<file path="config.mk">
export PLATFORM = sky130hd
export DESIGN_NAME = nns_div
export DESIGN_NICKNAME = d
export VERILOG_FILES = /design/src/rtl/nns_pkg.sv /design/src/rtl/nns_div.sv
export SDC_FILE = /design/constraint.sdc
export NUM_CORES = 1
export LEC_CHECK = 0
export BUFFER_PORTS_ARGS = -buffer_cell sky130_fd_sc_hd__buf_4
export CORE_MARGIN = 2
export CORE_UTILIZATION = 50
export DETAILED_ROUTE_END_ITERATION = 10
export HOLD_SLACK_MARGIN = 0.02
export PLACE_DENSITY = 0.77
export SETUP_SLACK_MARGIN = 0.2
export SLEW_MARGIN = 20
export SYNTH_ARGS = -nofsm -noshare
export SYNTH_HDL_FRONTEND = slang
export SYNTH_SLANG_ARGS = --single-unit
</file>
<file path="constraint.sdc">
create_clock -name clk_i -period 2.7 [get_ports clk_i]
set_input_delay 0.135 -clock clk_i [delete_from_list [all_inputs] [get_ports clk_i]]
set_output_delay 0.135 -clock clk_i [all_outputs]
set_load 0.01 [all_outputs]
</file>
<file path="src/rtl/nns_pkg.sv">
// nns_pkg: shared constants and types for the nearest-neighbor image scaler.
// No dependencies.
package nns_pkg;

  localparam int MAX_SOURCE_DIM_DEF = 64;
  localparam int MAX_TARGET_DIM_DEF = 1024;
  localparam int PIXEL_BITS_DEF     = 32;

  localparam int SRC_DIM_W = 7;
  localparam int TGT_DIM_W = 11;
  localparam int COORD_W   = 10;
  localparam int INDEX_W   = 12;
  localparam int COLOR_W   = 32;
  localparam int CFG_IDX_W = 4;
  localparam int CFG_DAT_W = 11;

  localparam logic [SRC_DIM_W-1:0] SRC_DIM_RST = SRC_DIM_W'(64);
  localparam logic [TGT_DIM_W-1:0] TGT_DIM_RST = TGT_DIM_W'(64);

  typedef enum logic [CFG_IDX_W-1:0] {
    CFG_SOURCE_WIDTH  = 4'd0,
    CFG_SOURCE_HEIGHT = 4'd1,
    CFG_TARGET_WIDTH  = 4'd2,
    CFG_TARGET_HEIGHT = 4'd3
  } cfg_reg_e;

  typedef enum logic {
    KIND_LOAD    = 1'b0,
    KIND_REQUEST = 1'b1
  } kind_e;

  typedef struct packed {
    logic               kind;
    logic [COORD_W-1:0] x;
    logic [COORD_W-1:0] y;
    logic [INDEX_W-1:0] lidx;
    logic [COLOR_W-1:0] color;
  } item_t;

endpackage

</file>
<file path="src/rtl/nns_div.sv">
// nns_div: pipelined restoring divider, one quotient bit per stage.
// Assumes num < den * 2**QUO_W. Depends on nns_pkg.
module nns_div
  import nns_pkg::*;
#(
  parameter int NUM_W = COORD_W + SRC_DIM_W,
  parameter int DEN_W = TGT_DIM_W,
  parameter int QUO_W = 6
) (
  input  logic             clk_i,
  input  logic [NUM_W-1:0] num_i,
  input  logic [DEN_W-1:0] den_i,
  output logic [QUO_W-1:0] quo_o
);

  logic [DEN_W-1:0] rem_q [QUO_W];
  logic [QUO_W-1:0] low_q [QUO_W];
  logic [QUO_W-1:0] quo_q [QUO_W];

  for (genvar i = 0; i < QUO_W; i++) begin : g_stage
    logic [DEN_W-1:0] rem_in;
    logic [QUO_W-1:0] low_in;
    logic [QUO_W-1:0] quo_in;
    logic [DEN_W:0]   trial;
    logic [DEN_W:0]   den_ext;
    logic             take;

    if (i == 0) begin : g_first
      assign rem_in = DEN_W'(num_i >> QUO_W);
      assign low_in = QUO_W'(num_i);
      assign quo_in = '0;
    end else begin : g_next
      assign rem_in = rem_q[i-1];
      assign low_in = low_q[i-1];
      assign quo_in = quo_q[i-1];
    end

    assign trial   = {rem_in, low_in[QUO_W-1]};
    assign den_ext = (DEN_W+1)'(den_i);
    assign take    = (trial >= den_ext);

    always_ff @(posedge clk_i) begin
      rem_q[i] <= take ? DEN_W'(trial - den_ext) : DEN_W'(trial);
      low_q[i] <= low_in << 1;
      quo_q[i] <= (quo_in << 1) | QUO_W'(take);
    end
  end

  assign quo_o = quo_q[QUO_W-1];

endmodule

</file>
; ---- Word level (Yosys, flattened, before mapping)
; Memories as Yosys holds them, arrays and structs flattened.
; Cells that the tools add are included.
[word_totals]
input_bits = 29
ramBits = 132
ff_bits = 0
output_inout_bits = 6
memories = 3
[mem_list]
columns = name, depth, word_bits, rd, rd_clocked_by_memory_dff, write_ports, line
row1 = rem_q, 6, 11, 5, 0, 6, nns_div.sv:16  ; logic [DEN_W-1:0] rem_q [QUO_W];
row2 = quo_q, 6, 6, 6, 0, 6, nns_div.sv:18  ; logic [QUO_W-1:0] quo_q [QUO_W];
row3 = low_q, 6, 5, 5, 0, 6, nns_div.sv:17  ; logic [QUO_W-1:0] low_q [QUO_W];
[op_classes]
n_lt_le_gt_ge = 6
bitwise_logic = 5
muxes = 6
n_addsub = 6
[ops]
columns = op, n
row1 = $ge 12x11->1, 6
row2 = $mux 11, 6
row3 = $sub 11x11->11, 6
row4 = $or 6x1->6, 5

; ---- Longest topological paths before layout
; Gate-level depths: netlist of the first run.
; An unclocked memory read counts as a cell.
[logic_depth]
depth_word = 3
ltp_mapped = 10
mapped_depth_nobuf = 9

; ---- Worst setup path before layout of the first run
; No wires, ideal clock.
[synth_timing]
path_type = reg-to-reg
start = memory low_q[1][4] (netlist bit)
end = memory rem_q[2][3] (netlist bit)
setup_slack_ns = 0.458
t_arrival_ns = 2.121
path_stages_with_launch = 11
required_ns = 2.579
path_buffers = 1
setup_ns = 0.121
cell_sequence = dfxtp_1 -> inv_1 -> ha_1 -> fa_1 -> nor2b_1 -> o21ai_2 -> nand3_1 -> a21oi_1 -> o21ai_0 -> buf_4 -> mux2_2
[synth_rtl]
columns = item, line
row1 = from (decl), nns_div.sv:17
row2 = to (decl), nns_div.sv:16

==> impl_metrics.tcl, run 1 <==
set metrics [dict create \
    status "complete, no violations" \
    die_w_um 108 \
    yosysSeqAreaShare 0.338 \
    critPathLaunchType "register" \
    die_y_um 108 \
    firstDrtPassIters 6 \
    gp_congestion 0.909 \
    yosysUniqueCellTypes 55 \
    synth_commonest_cells "91 x dfxtp_1, 66 x ha_1, 43 x a21oi_1" \
    root_buffer "clkbuf_8" \
    tightest_slew_ns 0.484 \
    power_frac_seq 0.307 \
    critical_path_class "reg2reg" \
    synth.area.top_cells "dfxtp_1 34%, ha_1 15%, mux2_2 7.1%" \
    core_mm2 0.0104 \
    portBuffers 34 \
    synth_area_per_cell_um2 9.29 \
    fill_cells 883 \
    p_int_mw 4.20 \
    dp.cells 748 \
    via_count 4332 \
    end_kind "register" \
    dieArea_mm2 0.0116 \
    yosysTopAreaCellShare 0.338 \
    antenna_found_initial 0 \
    wl_um 10900 \
    layout.nets 739 \
    grt_pass1_wl_um 18700 \
    swShare 0.375 \
    max_freq_ghz 0.416 \
    cts_buffers 9 \
    report.final.slew_viol_count 0 \
    drive_gt1_frac 0.158 \
    tns_ns 0 \
    hold_depth 3 \
    syn_inst 580 \
    drt-initial-drc-count 278 \
    gr-total-overflow 0 \
    start_util 0.517 \
    ys_seq_elements 91 \
    synth_most_common_cell "dfxtp_1" \
    required_ns 2.96 \
    holdCritStartpoint "num_i[5]" \
    synth-async-reset-ratio 0 \
    grt_max_degree 21 \
    clockBufferDepth 2 \
    p_comb_frac 0.537 \
    hold_end "rem_q[0][0]$_DFF_P_" \
    min_period_ns 2.40 \
    rows 37 \
    hold_violations 0 \
    timing.rr.start "low_q[0][4]$_DFF_P_" \
    post-route-drc-count 0 \
    grt_use_total 0.204 \
    ir_drop_v 0.000531 \
    power_density_mw_per_mm2 1080 \
    ys_dominant_reg_cell "dfxtp_1" \
    p_total_mw 6.73 \
    ant_nets 0 \
    p_clk_frac 0.156 \
    grt_pass1_vias 4220 \
    clock_skew_ns 0.00502 \
    dp_hpwl_um 8440 \
    viasPerCell 5.55 \
    ctsHtreeMaxLevel 3 \
    synth_warnings 0 \
    slowest_stage "fa_1" \
    path_clk_slew_ns 0.09 \
    slew_headroom 0.674 \
    cts_tree "done" \
    avgRoutedWirePerCell_um 13.9 \
    rsz0062_at_grt "false" \
    post-route-util 0.597 \
    rr_endpoint "rem_q[1][8]$_DFF_P_" \
    setup_viol 0 \
    ioPinCount 35 \
    cp_cell_sequence "inv_1, ha_1, fa_1, nor2b_1, o21ai_2, a31oi_2, o2111ai_1, o211ai_1, buf_6, mux2_2" \
    antenna_cells 0 \
    synth_top_cell_by_area "dfxtp_1" \
    synthesis.area_mm2 0.00539 \
    hold_ws_ns 0.0456 \
    slowest_delay_ns 0.41 \
    period_share 0.890 \
    area_growth_pct 15.4 \
    r2r_slack_ns 0.30 \
    hp-class "in2reg" \
    cts.sinks 91 \
    clk_latency_ns 0.37 \
    reg2reg_depth 10 \
    path_max_fanout 12 \
    p_leak_nw 2.84 \
    synth_edf_count 0 \
    cp.arrival_ns 2.66 \
    syn_nets 680 \
    maxCapViolations 0 \
    fin_cells 780 \
    p_switching_mw 2.53 \
]
## worst max path at each step
| stage | from | endpoint | slack [ns] |
|---|---|---|---|
| 6_report | low_q[0][4]$_DFF_P_ | rem_q[1][8]$_DFF_P_ | 0.30 |
| 2_1_floorplan | low_q[1][4]$_DFF_P_ | rem_q[2][3]$_DFF_P_ | 0.46 |
| 3_5_place_dp | low_q[0][4]$_DFF_P_ | rem_q[1][8]$_DFF_P_ | 0.31 |
| 5_1_grt | low_q[1][4]$_DFF_P_ | rem_q[2][8]$_DFF_P_ | 0.23 |
| 4_1_cts | low_q[0][4]$_DFF_P_ | rem_q[1][8]$_DFF_P_ | 0.26 |
| 3_3_place_gp | den_i[0] | rem_q[0][2]$_DFF_P_ | 0.35 |
## layout make-up
class	count	area, um^2	area share
clock inverter	5	85.1	0.0137
inverter	36	135	0.0217
timing repair buffer	56	472	0.0759
tap	136	170	0.0274
sequential	91	1820	0.293
clock buffer	11	151	0.0244
multi-input combinational	445	3380	0.544
## power by group through the flow
stage          Combinational, mW  Clock, mW  Sequential [mW]
6_report                    3.61       1.05             2.07
4_1_cts                     3.54       1.09             2.07
2_1_floorplan               2.80          0             2.05
5_1_grt                     4.08       1.15             2.12
3_5_place_dp                3.49          0             2.10
3_3_place_gp                3.36          0             2.09
## through the flow
step / worst slack [ns] / area, um^2
2_1_floorplan: 0.458 / 5390
3_3_place_gp: 0.347 / 5820
3_5_place_dp: 0.310 / 5820
4_1_cts: 0.257 / 6190
5_1_grt: 0.229 / 6220
6_report: 0.297 / 6220
## worst max-delay path: cells and delay by family, from the launching register on
kind	cells	cell delay (ns)
fa+ha+maj	2	0.61
buf+inv	2	0.25
mux	1	0.35
simple gates	1	0.16
flops	1	0.31
compound gates	4	0.61
## cells by family (layout without fill, tap and decap cells)
family                     after synthesis  in the layout  share of synthesized area
buffers and inverters                   44            108                     0.0353
AOI/OAI and AO/OA                      148            148                      0.178
adders and majority gates               71             71                      0.172
xor gates and xnor gates                21             21                     0.0341
muxes                                   47             47                     0.0961
and+or+nand+nor                        158            158                      0.147
DFF                                     91             91                      0.338
## registers in the layout (all words and copies together), names as in the netlist
signal and cells:
rem_q 55, quo_q 21, low_q 15
## placed cells by master (no fill, tap or decap), drive strengths merged, types with 3 or more instances in the layout
cell type and count:
a211o 3, a211oi 3, a21boi 5, a21o 10, a21oi 43, a31oi 4, buf 42, clkbuf 11
dfxtp 91, dlygate4sd3 14, fa 5, ha 66, inv 36, mux2 35, mux2i 12, nand2 39
nand2b 17, nand3 10, nand3b 4, nand4 8, nor2 41, nor2b 15, nor3 7, o2111ai 7
o211a 3, o211ai 6, o21a 6, o21ai 39, o22ai 3, o31ai 4, or3 6, or4 3
xnor2 18, xor2 3
## layer usage
metal  track usage  vias up  part of all wire
met2         0.341      106              0.48
met4        0.0888        0             0.017
met3        0.0448       13             0.051
li1              -     2224                 -
met1         0.252     1989              0.45
met5             0        -                 0
## timing repair
item	4_1_cts	5_1_grt
resized for setup	0	3
setup endpoints to repair	0	17
buffers inserted	0	2
hold buffers	14	0
hold endpoints to repair	14	0
(Power assumes the default switching activity.)
==> run 2, diff against run 1 <==
Settings changed: RECOVER_POWER from default to 100.
==> run 2 against run 1 <==
  * Non-clock buffer count stayed put
  * Final area is 0.68% lower
  * Register-to-register slack worse by 0.08 ns
  * Critical path depth stayed put
  * Power is 0.67% lower
  * Wire length is 0.12% higher
  * First-iteration DRC count is 6.5% lower
  * Core utilization is 0.41 points lower
  * Via count hardly changed
  * Critical endpoint unchanged
  * Largest cell class unchanged
==> impl_metrics.tcl, run 2 (synthesis results as in run 1) <==
set metrics [dict create \
    status "complete, no violations" \
    layout.nets 739 \
    ioPinCount 35 \
    path_buf_inv 2 \
    slowest_stage "fa_1" \
    hold_ws_ns 0.0401 \
    fin_ws_ns 0.217 \
    antenna_cells 0 \
    die_y_um 108 \
    dieArea_mm2 0.0116 \
    grt_pass1_wl_um 18700 \
    final_area_mm2 0.00617 \
    regMostFlops "rem_q" \
    via_count 4335 \
    cts.sinks 91 \
    avgRoutedWirePerCell_um 14.0 \
    min_period_ns 2.48 \
    wl_um 10900 \
    critPathLaunchType "register" \
    place_ws_ns 0.310 \
    ctsHtreeMaxLevel 3 \
    grt_use_total 0.204 \
    slew_headroom 0.564 \
    max_freq_ghz 0.403 \
    critical_path_class "reg2reg" \
    clock_skew_ns 0.00514 \
    clockBufferDepth 2 \
    grt_use_met2 0.341 \
    hp-class "in2reg" \
    path_max_fanout 12 \
    dp_hpwl_um 8440 \
    core_mm2 0.0104 \
    cp_cell_sequence "inv_1, ha_1, fa_1, nor2b_1, o21ai_0, a31oi_2, o2111ai_1, o211ai_1, buf_6, mux2_2" \
    gp_congestion 0.909 \
    cp.arrival_ns 2.74 \
    start_util 0.517 \
    rsz0062_at_grt "false" \
    p_total_mw 6.68 \
    grt_max_degree 21 \
    gr-total-overflow 0 \
    clk_latency_ns 0.37 \
    path_clk_slew_ns 0.09 \
    end_kind "register" \
    grt-busiest-layer "met2" \
    hold_violations 0 \
    period_share 0.920 \
    setup_viol 0 \
    area_growth_pct 14.6 \
    root_buffer "clkbuf_8" \
    rows 37 \
    ant_nets 0 \
    cts_buffers 9 \
    mostFrequentLayoutCells "91 x dfxtp_1, 66 x ha_1, 43 x a21oi_1, 41 x nor2_1, 39 x nand2_1" \
    ir_drop_v 0.000530 \
    drt-initial-drc-count 260 \
    fin_cells 780 \
    tightest_slew_ns 0.649 \
    crit_family "compound AO/OA/AOI/OAI gates" \
    largest_reg_flops 55 \
    tns_ns 0 \
    die_w_um 108 \
    drive_gt1_frac 0.141 \
    grt_pass1_vias 4220 \
    power_density_mw_per_mm2 1080 \
    p_leak_nw 2.81 \
    portBuffers 34 \
    layout_commonest_cell "dfxtp_1" \
    slowest_delay_ns 0.41 \
    antenna_found_initial 0 \
    largestRegisters "rem_q x55, quo_q x21, low_q x15" \
    required_ns 2.96 \
    report.final.slew_viol_count 0 \
    dp.cells 748 \
    viasPerCell 5.56 \
    placed_cell_area_mm2 0.00582 \
    cts_tree "done" \
    post-route-drc-count 0 \
    use_met3 0.0448 \
    post-route-util 0.593 \
    use_met1 0.252 \
    maxCapViolations 0 \
    firstDrtPassIters 5 \
]
==> run 2: final cells by class <==
class,count,area [um^2]
tap,136,170
multi-input combinational,445,3370
fill,899,4240
sequential,91,1820
clock buffer,11,151
clock inverter,5,85.1
inverter,36,135
timing repair buffer,56,442
==> run 2: final timing paths <==
kind | start | endpoint | slack [ns] | cells past startpoint
setup / recovery | low_q[0][4]$_DFF_P_ | rem_q[1][8]$_DFF_P_ | 0.22 | 10
hold / removal | num_i[5] | rem_q[0][0]$_DFF_P_ | 0.04 | 3
setup reg to reg | low_q[0][4]$_DFF_P_ | rem_q[1][8]$_DFF_P_ | 0.22 | 10
hold reg to reg | low_q[1][3]$_DFF_P_ | low_q[2][4]$_DFF_P_ | 0.33 | 0
==> run 2: routing by layer <==
layer | wire length [um] | part of all wire
met3 | 540 | 0.050
met1 | 4870 | 0.45
met2 | 5270 | 0.48
met4 | 210 | 0.019
met5 | 0 | 0
==> run 2: power breakdown <==
group	leakage (nW)	internal, mW	switching [mW]	total, mW
logic	1.92	1.73	1.83	3.56
registers	0.767	1.86	0.202	2.06
clock network	0.116	0.575	0.481	1.06
total	2.81	4.17	2.52	6.68
==> run 2: tightest hold or removal path: stages <==
cell and delay, ns:
buf_4 0.08, inv_1 0.04, mux2i_1 0.12
==> run 2: repair_timing <==
| action | in CTS | in global routing |
|---|---|---|
| buffers inserted | 0 | 2 |
| hold endpoints to repair | 14 | 0 |
| hold buffers | 14 | 0 |
| resized for setup | 0 | 3 |
| endpoints found under the setup margin | 0 | 17 |
==> run 3, diff against run 2 <==
Settings changed: ABC_AREA from default to 1, PLACE_DENSITY 0.77 to 0.76.
==> run 3 against run 2 <==
  * Wire length increased by 41%
  * Combinational power increased by 8.4%
  * Final area is 16% higher
  * Global-route usage is 2.5 points higher
  * Clock power up 21%
  * Critical endpoint is now rem_q[2][6]$_DFF_P_
  * Sequential power up 3%
==> impl_metrics.tcl, run 3 <==
set metrics [dict create \
    status "complete, no violations" \
    drive_gt1_frac 0.127 \
    slowest_delay_ns 0.40 \
    mostFrequentLayoutCells "284 x nand2_1, 139 x inv_1, 91 x dfxtp_1, 66 x ha_1, 64 x nand3_1" \
    rsz0062_at_grt "false" \
    cp_cell_sequence "inv_1, ha_1, fa_1, inv_1, nand3_1, nand3_1, nand2_1, nand4_4, nand3_1, nand2_1" \
    ioPinCount 35 \
    layout.nets 1053 \
    p_comb_frac 0.532 \
    yosysTopAreaCellShare 0.274 \
    critical_path_class "reg2reg" \
    synth.area.top_cells "dfxtp_1 27%, nand2_1 16%, ha_1 12%" \
    path_max_fanout 17 \
    portBuffers 34 \
    yosysSeqAreaShare 0.274 \
    gr-total-overflow 0 \
    largest_reg_flops 55 \
    cts.sinks 91 \
    ir_drop_v 0.000494 \
    layout_commonest_cell "nand2_1" \
    swShare 0.455 \
    avgRoutedWirePerCell_um 13.6 \
    min_period_ns 2.12 \
    synth-async-reset-ratio 0 \
    root_buffer "clkbuf_16" \
    grt_max_degree 20 \
    max_freq_ghz 0.471 \
    synth_edf_count 0 \
    ys_seq_elements 91 \
    largestRegisters "rem_q x55, quo_q x21, low_q x15" \
    area_growth_pct 7.39 \
    tns_ns 0 \
    report.final.slew_viol_count 0 \
    reg2reg_depth 10 \
    power_frac_seq 0.292 \
    antenna_found_initial 0 \
    tightest_slew_ns 0.441 \
    via_count 5814 \
    dp_hpwl_um 11900 \
    p_clk_frac 0.176 \
    synth_area_per_cell_um2 7.29 \
    regMostFlops "rem_q" \
    wl_um 15400 \
    synthesis.area_mm2 0.00665 \
    slew_headroom 0.705 \
    path_clk_slew_ns 0.07 \
    post-route-drc-count 0 \
    critPathLaunchType "register" \
    cp.arrival_ns 2.41 \
    power_density_mw_per_mm2 1020 \
    core_mm2 0.0131 \
    grt_pass1_wl_um 26000 \
    end_kind "register" \
    gp_congestion 0.959 \
    period_share 0.786 \
    p_total_mw 7.25 \
    ant_nets 0 \
    p_leak_nw 3.74 \
    die_w_um 119 \
    synth_commonest_cells "279 x nand2_1, 139 x inv_1, 91 x dfxtp_1" \
    cts_buffers 9 \
    required_ns 2.99 \
    clock_skew_ns 0.00638 \
    yosysUniqueCellTypes 33 \
    synth_most_common_cell "nand2_1" \
    cts_tree "done" \
    cts_setup_buffers 0 \
    firstDrtPassIters 5 \
    hp-class "in2reg" \
    ys_dominant_reg_cell "dfxtp_1" \
    die_y_um 119 \
    clk_latency_ns 0.35 \
    grt_use_total 0.229 \
    antenna_cells 0 \
    p_switching_mw 3.30 \
    p_int_mw 3.95 \
    syn_nets 1013 \
    grt_pass1_vias 5591 \
    dieArea_mm2 0.0142 \
    ctsHtreeMaxLevel 3 \
    syn_inst 913 \
    hold_depth 3 \
    setup_viol 0 \
    synth_top_cell_by_area "dfxtp_1" \
    start_util 0.506 \
    synth_warnings 0 \
    viasPerCell 5.13 \
    drt-initial-drc-count 368 \
    rows 42 \
    maxCapViolations 0 \
    clockBufferDepth 2 \
    hold_violations 0 \
    slowest_stage "fa_1" \
    worst_path_most_repeated_cell "nand3_1" \
]
run 3: through the flow:
step / utilization / instance area (um^2) / worst slack (ns) / hold WS [ns] / std cells
after floorplan: - / 6650 / 1.01 / 0.163 / 913
after global placement: 0.533 / 7010 / 0.675 / 0.239 / 1113
after detailed placement: 0.533 / 7010 / 0.652 / 0.240 / 1113
after CTS: 0.560 / 7360 / 0.742 / 0.0284 / 1134
after global routing: 0.544 / 7140 / 0.375 / 0.0466 / 1134
final: 0.544 / 7140 / 0.578 / 0.0399 / 1134
run 3: power groups by stage:
stage          Clock (mW)  Combinational [mW]  Sequential [mW]
2_1_floorplan           0                3.45             2.05
3_3_place_gp            0                4.01             2.15
3_5_place_dp            0                4.07             2.15
4_1_cts              1.31                4.11             2.12
5_1_grt              1.36                4.44             2.16
6_report             1.28                3.86             2.12
run 3: per-layer routing:
| metal | part of all wire | vias up | wire length [um] | global-route usage |
|---|---|---|---|---|
| li1 | - | 3030 | - | - |
| met1 | 0.45 | 2593 | 6970 | 0.288 |
| met2 | 0.47 | 154 | 7230 | 0.393 |
| met3 | 0.045 | 37 | 688 | 0.0369 |
| met5 | 0 | - | 0 | 0 |
| met4 | 0.031 | 0 | 477 | 0.0890 |
run 3: final cells by class:
| class | instances | area [um^2] |
|---|---|---|
| inverter | 149 | 559 |
| fill | 1311 | 5990 |
| multi-input combinational | 663 | 3960 |
| clock buffer | 9 | 225 |
| timing repair buffer | 39 | 283 |
| clock inverter | 7 | 78.8 |
| tap | 176 | 220 |
| sequential | 91 | 1820 |
run 3: critical path, delay by kind of cell, from the launching register on:
family	cells	cell delay [ns]
DFF	1	0.31
buffers and inverters	2	0.17
and+or+nand+nor	6	0.97
adders and majority gates	2	0.60
run 3: path summary, 6_finish.rpt:
kind / startpoint / slack (ns) / endpoint
worst max-delay path: low_q[1][4]$_DFF_P_ / 0.58 / rem_q[2][6]$_DFF_P_
worst min-delay path: num_i[15] / 0.04 / rem_q[0][10]$_DFF_P_
worst max register to register: low_q[1][4]$_DFF_P_ / 0.58 / rem_q[2][6]$_DFF_P_
worst min register to register: low_q[0][2]$_DFF_P_ / 0.33 / low_q[1][3]$_DFF_P_
run 3: what timing repair did:
action                     4_1_cts  5_1_grt
setup endpoints to repair        0        0
hold buffers                     5        0
gates resized for setup          0        0
hold endpoints to repair         5        0
run 3: logic make-up (layout without fill, tap and decap cells):
kind of cell             after synthesis  count (layout)  share of synthesized area
XOR/XNOR                              15              15                     0.0198
flip-flops                            91              91                      0.274
AO/OA/AOI/OAI                         52              52                     0.0491
adder cells (fa/ha/maj)               71              71                      0.139
buffers and inverters                159             204                      0.102
AND/OR/NAND/NOR                      525             525                      0.416
